--- src/hdl/deq_pkg.sv ---
// ----------------------------------------------------------------------------
// deq_pkg: shared types and constants of the double-ended queue
// Entry geometry, command and status codes, and the controller-to-datapath
// command struct.
// ----------------------------------------------------------------------------
package deq_pkg;

	// queue geometry
	localparam int DEPTH      = 16;
	localparam int DATA_WIDTH = 32;
	localparam int IDX_W      = $clog2(DEPTH);
	localparam int CNT_W      = $clog2(DEPTH + 1);

	// fixed field widths of the request and result
	localparam int CMD_W    = 3;
	localparam int VALUE_W  = 32;
	localparam int COUNT_W  = 5;
	localparam int STATUS_W = 2;

	// command codes
	typedef enum logic [CMD_W-1:0] {
		CMD_PUSH_FRONT = 3'd0,
		CMD_PUSH_BACK  = 3'd1,
		CMD_POP_FRONT  = 3'd2,
		CMD_POP_BACK   = 3'd3,
		CMD_CLEAR      = 3'd4,
		CMD_QUERY      = 3'd5
	} cmd_t;

	// status codes
	typedef enum logic [STATUS_W-1:0] {
		ST_OK    = 2'd0,
		ST_EMPTY = 2'd1,
		ST_FULL  = 2'd2
	} status_t;

	// controller states
	typedef enum logic [1:0] {
		S_IDLE = 2'd0,
		S_READ = 2'd1,
		S_RESP = 2'd2
	} state_t;

	// commands from controller to datapath
	typedef struct packed {
		logic exec;   // apply the accepted request to pointers and store
		logic rd_en;  // capture front and back values
	} ctl_t;

endpackage

--- src/hdl/deq_dp.sv ---
// ----------------------------------------------------------------------------
// deq_dp: datapath of the double-ended queue
// Ring store with front and back pointers and an entry count, plus the
// registered result fields.
// ----------------------------------------------------------------------------
module deq_dp import deq_pkg::*; (
	input  logic                clk,
	input  logic                arst_n,
	input  ctl_t                ctl,
	input  logic [CMD_W-1:0]    command,
	input  logic [VALUE_W-1:0]  data_in,
	output logic [VALUE_W-1:0]  front_value,
	output logic [VALUE_W-1:0]  back_value,
	output logic [COUNT_W-1:0]  count,
	output logic                is_empty,
	output logic [STATUS_W-1:0] status
);

	logic [DATA_WIDTH-1:0] mem [DEPTH];

	logic [IDX_W-1:0] front_q, back_q;
	logic [CNT_W-1:0] cnt_q;
	logic [IDX_W-1:0] front_d, back_d;
	logic [CNT_W-1:0] cnt_d;
	logic [IDX_W-1:0] front_prev, front_next, back_prev, back_next;
	logic             full, empty;
	logic             wr_en;
	logic [IDX_W-1:0] wr_addr;
	status_t          status_d;
	status_t          status_q;
	logic [VALUE_W-1:0] front_val_q, back_val_q;

	// ring neighbors of both pointers
	always_comb begin
		front_prev = (front_q == '0) ? IDX_W'(DEPTH - 1) : front_q - 1'b1;
		front_next = (front_q == IDX_W'(DEPTH - 1)) ? '0 : front_q + 1'b1;
		back_prev  = (back_q == '0) ? IDX_W'(DEPTH - 1) : back_q - 1'b1;
		back_next  = (back_q == IDX_W'(DEPTH - 1)) ? '0 : back_q + 1'b1;
		full       = (cnt_q == CNT_W'(DEPTH));
		empty      = (cnt_q == '0);
	end

	// command decode: next pointers, count, write and status
	always_comb begin
		front_d  = front_q;
		back_d   = back_q;
		cnt_d    = cnt_q;
		wr_en    = 1'b0;
		wr_addr  = back_q;
		status_d = ST_OK;
		case (command)
			CMD_PUSH_FRONT: begin
				if (full) begin
					status_d = ST_FULL;
				end else begin
					front_d = front_prev;
					wr_en   = 1'b1;
					wr_addr = front_prev;
					cnt_d   = cnt_q + 1'b1;
				end
			end
			CMD_PUSH_BACK: begin
				if (full) begin
					status_d = ST_FULL;
				end else begin
					back_d  = back_next;
					wr_en   = 1'b1;
					cnt_d   = cnt_q + 1'b1;
				end
			end
			CMD_POP_FRONT: begin
				if (empty) begin
					status_d = ST_EMPTY;
				end else begin
					front_d = front_next;
					cnt_d   = cnt_q - 1'b1;
				end
			end
			CMD_POP_BACK: begin
				if (empty) begin
					status_d = ST_EMPTY;
				end else begin
					back_d = back_prev;
					cnt_d  = cnt_q - 1'b1;
				end
			end
			CMD_CLEAR: begin
				front_d = '0;
				back_d  = '0;
				cnt_d   = '0;
			end
			default: begin
				status_d = ST_OK;
			end
		endcase
	end

	// pointer and count registers
	always_ff @(posedge clk or negedge arst_n) begin
		if (!arst_n) begin
			front_q <= '0;
			back_q  <= '0;
			cnt_q   <= '0;
		end else if (ctl.exec) begin
			front_q <= front_d;
			back_q  <= back_d;
			cnt_q   <= cnt_d;
		end
	end

	// status of the accepted request
	always_ff @(posedge clk) begin
		if (ctl.exec) status_q <= status_d;
	end

	// store write port
	always_ff @(posedge clk) begin
		if (ctl.exec && wr_en) mem[wr_addr] <= DATA_WIDTH'(data_in);
	end

	// store read ports, zero when empty
	always_ff @(posedge clk) begin
		if (ctl.rd_en) begin
			front_val_q <= empty ? '0 : VALUE_W'(mem[front_q]);
			back_val_q  <= empty ? '0 : VALUE_W'(mem[back_prev]);
		end
	end

	// result fields
	assign front_value = front_val_q;
	assign back_value  = back_val_q;
	assign count       = COUNT_W'(cnt_q);
	assign is_empty    = empty;
	assign status      = status_q;

endmodule

--- config.mk ---
export PLATFORM = sky130hd
export DESIGN_NAME = deq_dp
export DESIGN_NICKNAME = d
export VERILOG_FILES = /design/src/hdl/deq_pkg.sv /design/src/hdl/deq_dp.sv
export SDC_FILE = /design/constraint.sdc
export NUM_CORES = 1
export LEC_CHECK = 0
export ABC_AREA = 1
export BUFFER_PORTS_ARGS = -buffer_cell sky130_fd_sc_hd__buf_2
export CAP_MARGIN = 20
export CELL_PAD_IN_SITES_DETAIL_PLACEMENT = 2
export CELL_PAD_IN_SITES_GLOBAL_PLACEMENT = 2
export CORE_ASPECT_RATIO = 0.9
export CORE_MARGIN = 5
export CORE_UTILIZATION = 40
export DETAILED_ROUTE_END_ITERATION = 8
export PLACE_DENSITY = 0.78
export SYNTH_ARGS = -nofsm -noshare
export SYNTH_HDL_FRONTEND = slang
export SYNTH_SLANG_ARGS = --single-unit
--- constraint.sdc ---
create_clock -name clk -period 4.8 [get_ports clk]
set_clock_uncertainty 0.2 [all_clocks]
set_input_delay 0.48 -clock clk [delete_from_list [all_inputs] [get_ports clk]]
set_output_delay 0.48 -clock clk [all_outputs]
set_load 0.05 [all_outputs]
==> results.cfg, run 1 <==
[timing]
fin_ws_ns = 0.747
fin_crit_sh_pct = 84.4
setup_viol = 0
fin_tns_setup_ns = 0
whs_ns = 0.0364
fin_crit_ns = 4.05
max_freq_mhz = 247
tightest_slew_ns = 1.15
rsz0062_at_grt = false
relSlewSlack_pct = 23.5
drv_slew = 0
hold_viol = 0

[synth]
synth_async_sr_flop_share_pct = 2.20
yosysSeqAreaShare_pct = 60.1
synthDistinctLibCells = 37
synth_fp_nets = 3088
postSynthCellCount = 3041
synth_edf_count = 578
yosys.area.top_type = edfxtp_1
synthTopCellsByArea = edfxtp_1 (59%), nand3_1 (11%), nand2_1 (5.5%)
syn_avg_cell_area_um2 = 9.68
ys_ff_latch = 591
syn_area_mm2 = 0.0294
synthFlopType = edfxtp_1
yosysMostFrequentCell = nand3_1
yosys-top-cells-count = nand3_1 (620), edfxtp_1 (578), nand2_1 (432)
yosysWarningCount = 0
synth_top_area_share_pct = 59.0

[worst_setup_path]
reg2reg_depth = 9
critPathLaunchType = flip-flop
cp_data_arrival_time_ns = 4.09
r2r_setup_slack_ns = 0.75
crit_fanout = 33
r2r-end = mem[15][2]
worstSetupPathType = reg -> reg
timing.rr.start = front_q[1]
cp-end-kind = flip-flop
critical_path_required_ns = 4.84

[cells_and_area]
area_delta_synth_final_pct = 12.1
layout-drive-gt1-share_pct = 9.52
antenna_cells = 0
nFillCells = 7653
final_nets = 3085
fin_area_mm2 = 0.0330

[grt]
antenna_found_initial = 1
grt_pass1_wl_mm = 177
grt_pass1_vias = 27706
grt_max_degree = 232
grt-ovfl-total = 0
grtUsageTotal_pct = 29.7

[clock_network]
cts_htree_levels = 3
clk_transition_reported_paths_ns = 0.06
cts_buffer_depth = 3
post-cts-setup-buffers = 0
cts_root_buf = clkbuf_16
clkLatencyLatePin_ns = 0.62
numClockSinks = 591
hold_buffers = 1
ctsResizeCount = 0
numCtsBuffers = 68
cts_tree = yes

[die]
floorplan.initialDensity_pct = 40.3
rows = 94
die_h_um = 267
floorplan.io_pins = 111
core_mm2 = 0.0730
die_area_mm2 = 0.0791
die_x_um = 296

[pwr]
ir_drop_uv = 895
powerDensity_mw_per_mm2 = 770
p_leak_nw = 12.4
power.total_mw = 25.4

[detailed_routing]
viasPerCell = 6.20
finalWirelength_mm = 119
drc = 0
firstDrtPassIters = 5
drt-initial-drc-count = 2230
drtAntennaViolNets = 0
vias = 25082
routedWlPerCell_um = 29.4

[placement]
place_area_mm2 = 0.0308
hpwl_mm = 65.2
port_buffers = 110
gp_congestion = 0.795
place_ws_ns = 0.789

[min_path]
holdPathEnd = status[1]
hold_path_depth = 1
hp-start = ctl[1]
hold_class = in -> reg

[outcome]
status = finished, final reports clean

[run]
max_cap_violations = 0
==> routing by layer <==
metal | GRT usage, % | part of all wire [%] | up-vias
li1 | - | - | 10703
met1 | 38.7 | 42 | 13124
met2 | 50.5 | 48 | 992
met3 | 4.52 | 6.2 | 261
met4 | 10.8 | 3.8 | 2
met5 | 0 | 0.010 | -
==> layout by cell type (no fill, tap or decap), drive strengths merged, types with 7 or more instances in the layout <==
cell type,netlist,routed
o21ai,276,276
o22ai,13,13
nand3,620,620
ha,7,7
edfxtp,578,578
a21oi,197,197
inv,268,271
nor2,195,195
nand3b,95,95
buf,167,164
nand2,434,434
clkbuf,71,88
o221ai,7,7
o211ai,80,80
clkinv,3,26
dfrtp,13,13
==> layout make-up <==
class	count	area [um^2]	area share [%]
tap	960	1200	3.64
timing repair buffer	165	1210	3.68
clock buffer	88	1840	5.58
sequential	591	17700	53.6
inverter	271	1020	3.10
clock inverter	32	304	0.921
multi-input combinational	1941	9720	29.5
==> registers in the layout (all words and copies together), names as in the netlist <==
name	count
back_value	32
back_q	4
front_value	32
mem	512
front_q	4
count	5
status	2
==> kinds of logic after synthesis <==
logic type               share of synthesized area [%]
buffers and inverters                             7.41
adder cells (fa/ha/maj)                          0.366
AO/OA/AOI/OAI                                     10.7
AND/OR/NAND/NOR                                   21.2
flip-flops                                        60.1
XOR/XNOR                                         0.272
==> through the flow <==
stage	util (%)	std cells
6_report	45.2	4048
5_1_grt	45.2	4048
4_1_cts	45.1	4046
3_5_place_dp	42.2	3925
3_3_place_gp	42.1	3924
2_1_floorplan	-	3041
==> report_power, final <==
part	internal (mW)	switching [mW]
clock	2.98	2.21
sequential	6.40	0.281
combinational	3.28	10.3
total	12.7	12.8
==> worst max-delay path by stage <==
stage                from       endpoint  slack, ns  cells past startpoint
3_5_place_dp   command[1]    mem[12][11]       0.79                      9
5_1_grt          count[2]     mem[15][2]       0.68                     10
3_3_place_gp   command[1]    mem[12][11]       0.92                      9
4_1_cts         back_q[1]  back_value[2]       0.85                     11
6_report       front_q[1]     mem[15][2]       0.75                      9
2_1_floorplan  front_q[0]     mem[13][0]       1.05                     10
==> critical path: stages, from the launching register on <==
cell and delay [ns]:
dfrtp_4 0.50, clkinv_2 0.07, buf_4 0.47, nand3_1 0.20, o21ai_0 0.32, o21ai_0 0.27, inv_1 0.13, nand2_1 0.25
nor2_4 0.68, buf_4 0.58
Note: power is estimated with default switching activity, not from simulation.
==> run 2, diff against run 1 <==
- ABC_AREA: 1 -> 0
- PLACE_DENSITY: 0.78 -> 0.71
- clock period: 4.8 -> 3.6 ns (I/O delays scaled with it)
==> run 2 against run 1 <==
  * Critical path depth rose by 1
  * Wire length fell by 23%
  * Global-route usage decreased by 4.8 points
  * Sequential power is 34% higher
  * Critical endpoint is now back_value[0]
  * Synthesized cell count is 49% lower
  * Utilization up 1.9 points
  * Clock power rose by 21%
  * Area after synthesis is 8.5% lower
  * Sequential share of layout area increased by 2.5 points
==> results.cfg, run 2 <==
[outcome]
status = finished, final reports clean

[synth]
synthFlopType = edfxtp_1
synth_async_sr_flop_share_pct = 2.20
postSynthCellCount = 1558
syn_area_mm2 = 0.0269
ys_ff_latch = 591
yosysMostFrequentCell = edfxtp_1
syn_avg_cell_area_um2 = 17.3
synthTopCellsByArea = edfxtp_1 (64%), mux4_2 (18%), nand2_1 (2.1%)
synth_top_area_share_pct = 64.5
yosysSeqAreaShare_pct = 65.7
synth_fp_nets = 1605
yosys.area.top_type = edfxtp_1
yosysWarningCount = 0
synthDistinctLibCells = 59
synth_edf_count = 578
yosys-top-cells-count = edfxtp_1 (578), mux4_2 (210), nand2_1 (150)

[grt]
antenna_found_initial = 6
grt_pass1_vias = 18616
grtUsageTotal_pct = 24.9
grt-ovfl-total = 0
grt_pass1_wl_mm = 133
grt_max_degree = 77

[detailed_routing]
finalWirelength_mm = 91.4
drtAntennaViolNets = 0
firstDrtPassIters = 5
vias = 16960
viasPerCell = 6.36
routedWlPerCell_um = 34.3
drt-initial-drc-count = 1767
drc = 0

[run]
max_cap_violations = 0

[pwr]
comb_power_share_pct = 48.8
pwr-share-seq_pct = 30.0
power_frac_clock_pct = 21.2
ir_drop_uv = 510
powerDensity_mw_per_mm2 = 944
p_leak_nw = 10.3
intPower_mw = 17.5
p_sw_mw = 12.2
power.total_mw = 29.7
power.switching_fraction_pct = 41.2

[worst_setup_path]
critical_path_required_ns = 3.80
crit_family = compound AO/OA/AOI/OAI gates
crit_cells = 10
worstPathCellList = inv_1, ha_2, xnor2_2, buf_12, buf_4, nand2_1, and3_1, a311oi_1, a311oi_1, a211oi_1
worst-path-buf-inv = 3
reg2reg_depth = 10
path_common_cell = a311oi_1
worstSetupPathType = reg -> reg
cp_data_arrival_time_ns = 3.63
crit_path_top_delay_cell = xnor2_2
cp-end-kind = flip-flop
crit_fanout = 28
cp_slowest_stage_delay_ns = 0.70
critPathLaunchType = flip-flop

[timing]
fin_crit_ns = 3.44
hold_viol = 0
relSlewSlack_pct = 30.6
whs_ns = 0.0850
fin_crit_sh_pct = 95.4
max_freq_mhz = 291
rsz0062_at_grt = false
fin_tns_setup_ns = 0
drv_slew = 0
setup_viol = 0
tightest_slew_ns = 1.04

[clock_network]
numCtsBuffers = 66
cts_root_buf = clkbuf_16
clk_transition_reported_paths_ns = 0.06
clkLatencyLatePin_ns = 0.61
cts_tree = yes
cts_htree_levels = 3
numClockSinks = 591
ctsResizeCount = 0
cts_buffer_depth = 3

[die]
die_area_mm2 = 0.0726
floorplan.initialDensity_pct = 40.2
die_h_um = 256
core_mm2 = 0.0669
rows = 90
die_x_um = 283
floorplan.io_pins = 111

[cells_and_area]
largest_reg_flops = 512
final_common_cell = edfxtp_1
final_cell_mix = edfxtp_1 (578), mux4_2 (210), nand2_1 (150)
nFillCells = 6135
fin_util_pct = 47.1
top_register = mem
area_delta_synth_final_pct = 17.0
fin_area_mm2 = 0.0315
final_nets = 1795
layout-drive-gt1-share_pct = 30.1

[placement]
place_area_mm2 = 0.0292
gp_congestion = 0.796
port_buffers = 110
hpwl_mm = 54.8

[min_path]
hold_class = in -> reg
hold_path_depth = 1
## run 2: repair_timing
action | in CTS | in global routing
endpoints found under the hold margin | 528 | 0
setup buffers | 0 | 0
hold buffers | 36 | 0
## run 2: kinds of logic after synthesis
logic type | Yosys count | synth area share [%]
XOR/XNOR | 6 | 0.195
AO/OA/AOI/OAI | 240 | 6.10
adder cells (fa/ha/maj) | 8 | 0.400
AND/OR/NAND/NOR | 345 | 5.86
multiplexers | 247 | 19.5
flip-flops | 591 | 65.7
buffers and inverters | 121 | 2.30
## run 2: metal layers
layer	vias to the layer above	routed length (um)	track usage, %
li1	6842	-	-
met3	202	6370	4.56
met5	-	29	0
met4	4	3340	8.61
met1	9145	36300	32.8
met2	767	45400	42.0
## run 2: per-stage QoR
step | setup slack [ns] | std cells
after floorplan | -0.247 | 1558
after global placement | 0.260 | 2518
after detailed placement | 0.167 | 2518
after CTS | 0.141 | 2663
after global routing | 0.00717 | 2663
final | 0.164 | 2666
## run 2: power by group through the flow
stage | logic [mW] | registers, mW | clock network (mW)
floorplan | 8.16 | 10.3 | 0
global placement | 14.0 | 9.04 | 0
detailed placement | 14.4 | 9.07 | 0
CTS | 14.6 | 8.94 | 6.44
global route | 15.2 | 8.99 | 6.75
finish | 14.5 | 8.93 | 6.30
## run 2: final timing paths
check / startpoint / end / slack (ns)
hold reg to reg: count[3] / count[3] / 0.39
hold / removal: ctl[0] / back_value[31] / 0.09
min in group asynchronous: arst_n / count[3] / 0.67
setup reg to reg: back_q[1] / back_value[0] / 0.16
setup / recovery: back_q[1] / back_value[0] / 0.16
max in group asynchronous: arst_n / front_q[0] / 2.01
## run 2: area by class of cell
type | count | area (um^2) | area share (%)
Inverter | 10 | 37.5 | 0.119
Clock buffer | 81 | 1760 | 5.59
Sequential cell | 591 | 17700 | 56.2
Timing Repair Buffer | 233 | 1910 | 6.05
Multi-Input combinational cell | 846 | 8810 | 28.0
Antenna cell | 3 | 7.51 | 0.0238
Clock inverter | 28 | 190 | 0.604
Tap cell | 874 | 1090 | 3.47
==> run 3, diff against run 2 <==
- ABC_AREA: 0 -> 1
- CELL_PAD_IN_SITES_DETAIL_PLACEMENT: 2 -> unset
- CELL_PAD_IN_SITES_GLOBAL_PLACEMENT: 2 -> unset
- HOLD_SLACK_MARGIN: unset -> 0.08
- PLACE_DENSITY: 0.71 -> 0.57
==> run 3 against run 2 <==
  * Sequential cell count unchanged
  * Worst setup slack better by 0.10 ns
  * Fmax up 3.0%
  * Critical path depth down 1
==> results.cfg, run 3 (same netlist as run 1, synthesis figures left out) <==
[timing]
setup_viol = 0
fin_tns_setup_ns = 0
fin_crit_sh_pct = 92.6
rsz0062_at_grt = false
relSlewSlack_pct = 9.99
fin_ws_ns = 0.266
fin_crit_ns = 3.33
tightest_slew_ns = 1.35
max_freq_mhz = 300
drv_slew = 0
hold_viol = 0
whs_ns = 0.163

[cells_and_area]
final_nets = 3135
final_common_cell = nand3_1
area_delta_synth_final_pct = 13.5
largest_reg_flops = 512
top_register = mem
final_cells = 4102
final_cell_mix = nand3_1 (620), edfxtp_1 (578), nand2_1 (432)
fin_util_pct = 45.7
nFillCells = 6657
fin_area_mm2 = 0.0334
antenna_cells = 0
layout-drive-gt1-share_pct = 9.48

[detailed_routing]
vias = 24128
drt-initial-drc-count = 2909
viasPerCell = 5.88
finalWirelength_mm = 97.2
drc = 0
firstDrtPassIters = 7
drtAntennaViolNets = 0
routedWlPerCell_um = 23.7

[grt]
grt_max_degree = 238
grt-ovfl-total = 0
grtUsageTotal_pct = 24.0
antenna_found_initial = 0
grt_pass1_wl_mm = 146
grt_pass1_vias = 23545

[die]
floorplan.initialDensity_pct = 40.3
rows = 94
die_h_um = 267
core_mm2 = 0.0730
die_area_mm2 = 0.0791
floorplan.io_pins = 111
die_x_um = 296

[worst_setup_path]
cp_slowest_stage_delay_ns = 0.56
cp_data_arrival_time_ns = 3.37
worstSetupPathType = reg -> reg
r2r-end = mem[0][23]
worstPathCellList = inv_1, nand3_1, nor2_1, inv_1, nand2_1, o21ai_0, nand3_1, nor2_4, buf_4
cp-end-kind = flip-flop
worst-path-buf-inv = 3
critPathLaunchType = flip-flop
timing.rr.start = count[0]
crit_path_top_delay_cell = o21ai_0
critical_path_required_ns = 3.63
reg2reg_depth = 9
crit_family = simple AND/OR/NAND/NOR gates
crit_fanout = 19
r2r_setup_slack_ns = 0.27

[pwr]
power.total_mw = 32.7
p_leak_nw = 12.6
powerDensity_mw_per_mm2 = 977
ir_drop_uv = 1530

[placement]
place_area_mm2 = 0.0309
port_buffers = 110
hpwl_mm = 51.5
gp_congestion = 0.869
place_ws_ns = 0.330
place.detailed.instances = 3939

[min_path]
hold_path_depth = 5
hp-start = command[0]
hold_class = in -> reg
holdPathEnd = back_q[2]

[clock_network]
clkLatencyLatePin_ns = 0.61
cts_tree = yes
numClockSinks = 591
post-cts-setup-buffers = 0
cts_root_buf = clkbuf_16
ctsResizeCount = 0
cts_htree_levels = 3
numCtsBuffers = 68
cts_buffer_depth = 3
clk_transition_reported_paths_ns = 0.06
hold_buffers = 37

[outcome]
status = finished, final reports clean

[run]
max_cap_violations = 0
==> run 3: cell count changes in the layout (fill, tap and decap cells not counted), sizes merged, moves of 77 or more <==
| cell | before | now |
|---|---|---|
| a21oi | 73 | 197 |
| nor2 | 53 | 195 |
| o211ai | 3 | 80 |
| inv | 14 | 273 |
| nand3b | 0 | 95 |
| mux4 | 218 | 0 |
| nand3 | 49 | 620 |
| nand2 | 151 | 434 |
| o21ai | 15 | 276 |
==> run 3: power by group <==
part | switching [mW] | internal (mW)
logic | 12.6 | 4.55
clock network | 2.77 | 3.82
registers | 0.352 | 8.54
==> run 3: how the worst max path moves through the flow <==
stage	depth (start not counted)	endpoint	from	slack, ns
after detailed placement	9	mem[13][2]	command[1]	0.33
after global placement	9	mem[0][21]	count[0]	0.43
after floorplan	10	mem[13][0]	front_q[0]	-0.15
final	9	mem[0][23]	count[0]	0.27
after CTS	9	mem[13][6]	count[0]	0.33
after global routing	9	mem[0][23]	count[0]	0.1
==> run 3: area by class of cell <==
class                   instances  area, um^2  share of cell area [%]
flip-flops and latches        591       17700                    53.0
well taps                     960        1200                    3.60
multi-input cells            1941        9720                    29.1
inverters                     271        1020                    3.06
repair buffers                215        1670                    5.00
clock inverters                24         189                   0.566
clock buffers                 100        1910                    5.70
==> run 3: worst register-to-register path: cells and delay by family, from the launching register on <==
family / cells / cell delay [ns]
and+or+nand+nor: 5 / 1.13
AOI/OAI and AO/OA: 1 / 0.56
DFF: 1 / 0.45
buffers and inverters: 3 / 0.61
==> run 3: metal layers <==
layer | share of wire, % | vias up | wire [um] | global-route usage [%]
met3 | 10 | 170 | 9920 | 4.23
met4 | 2.5 | 0 | 2400 | 7.68
met5 | 0 | - | 0 | 0
met2 | 46 | 1442 | 44400 | 38.0
met1 | 42 | 11709 | 40500 | 34.0
li1 | - | 10807 | - | -
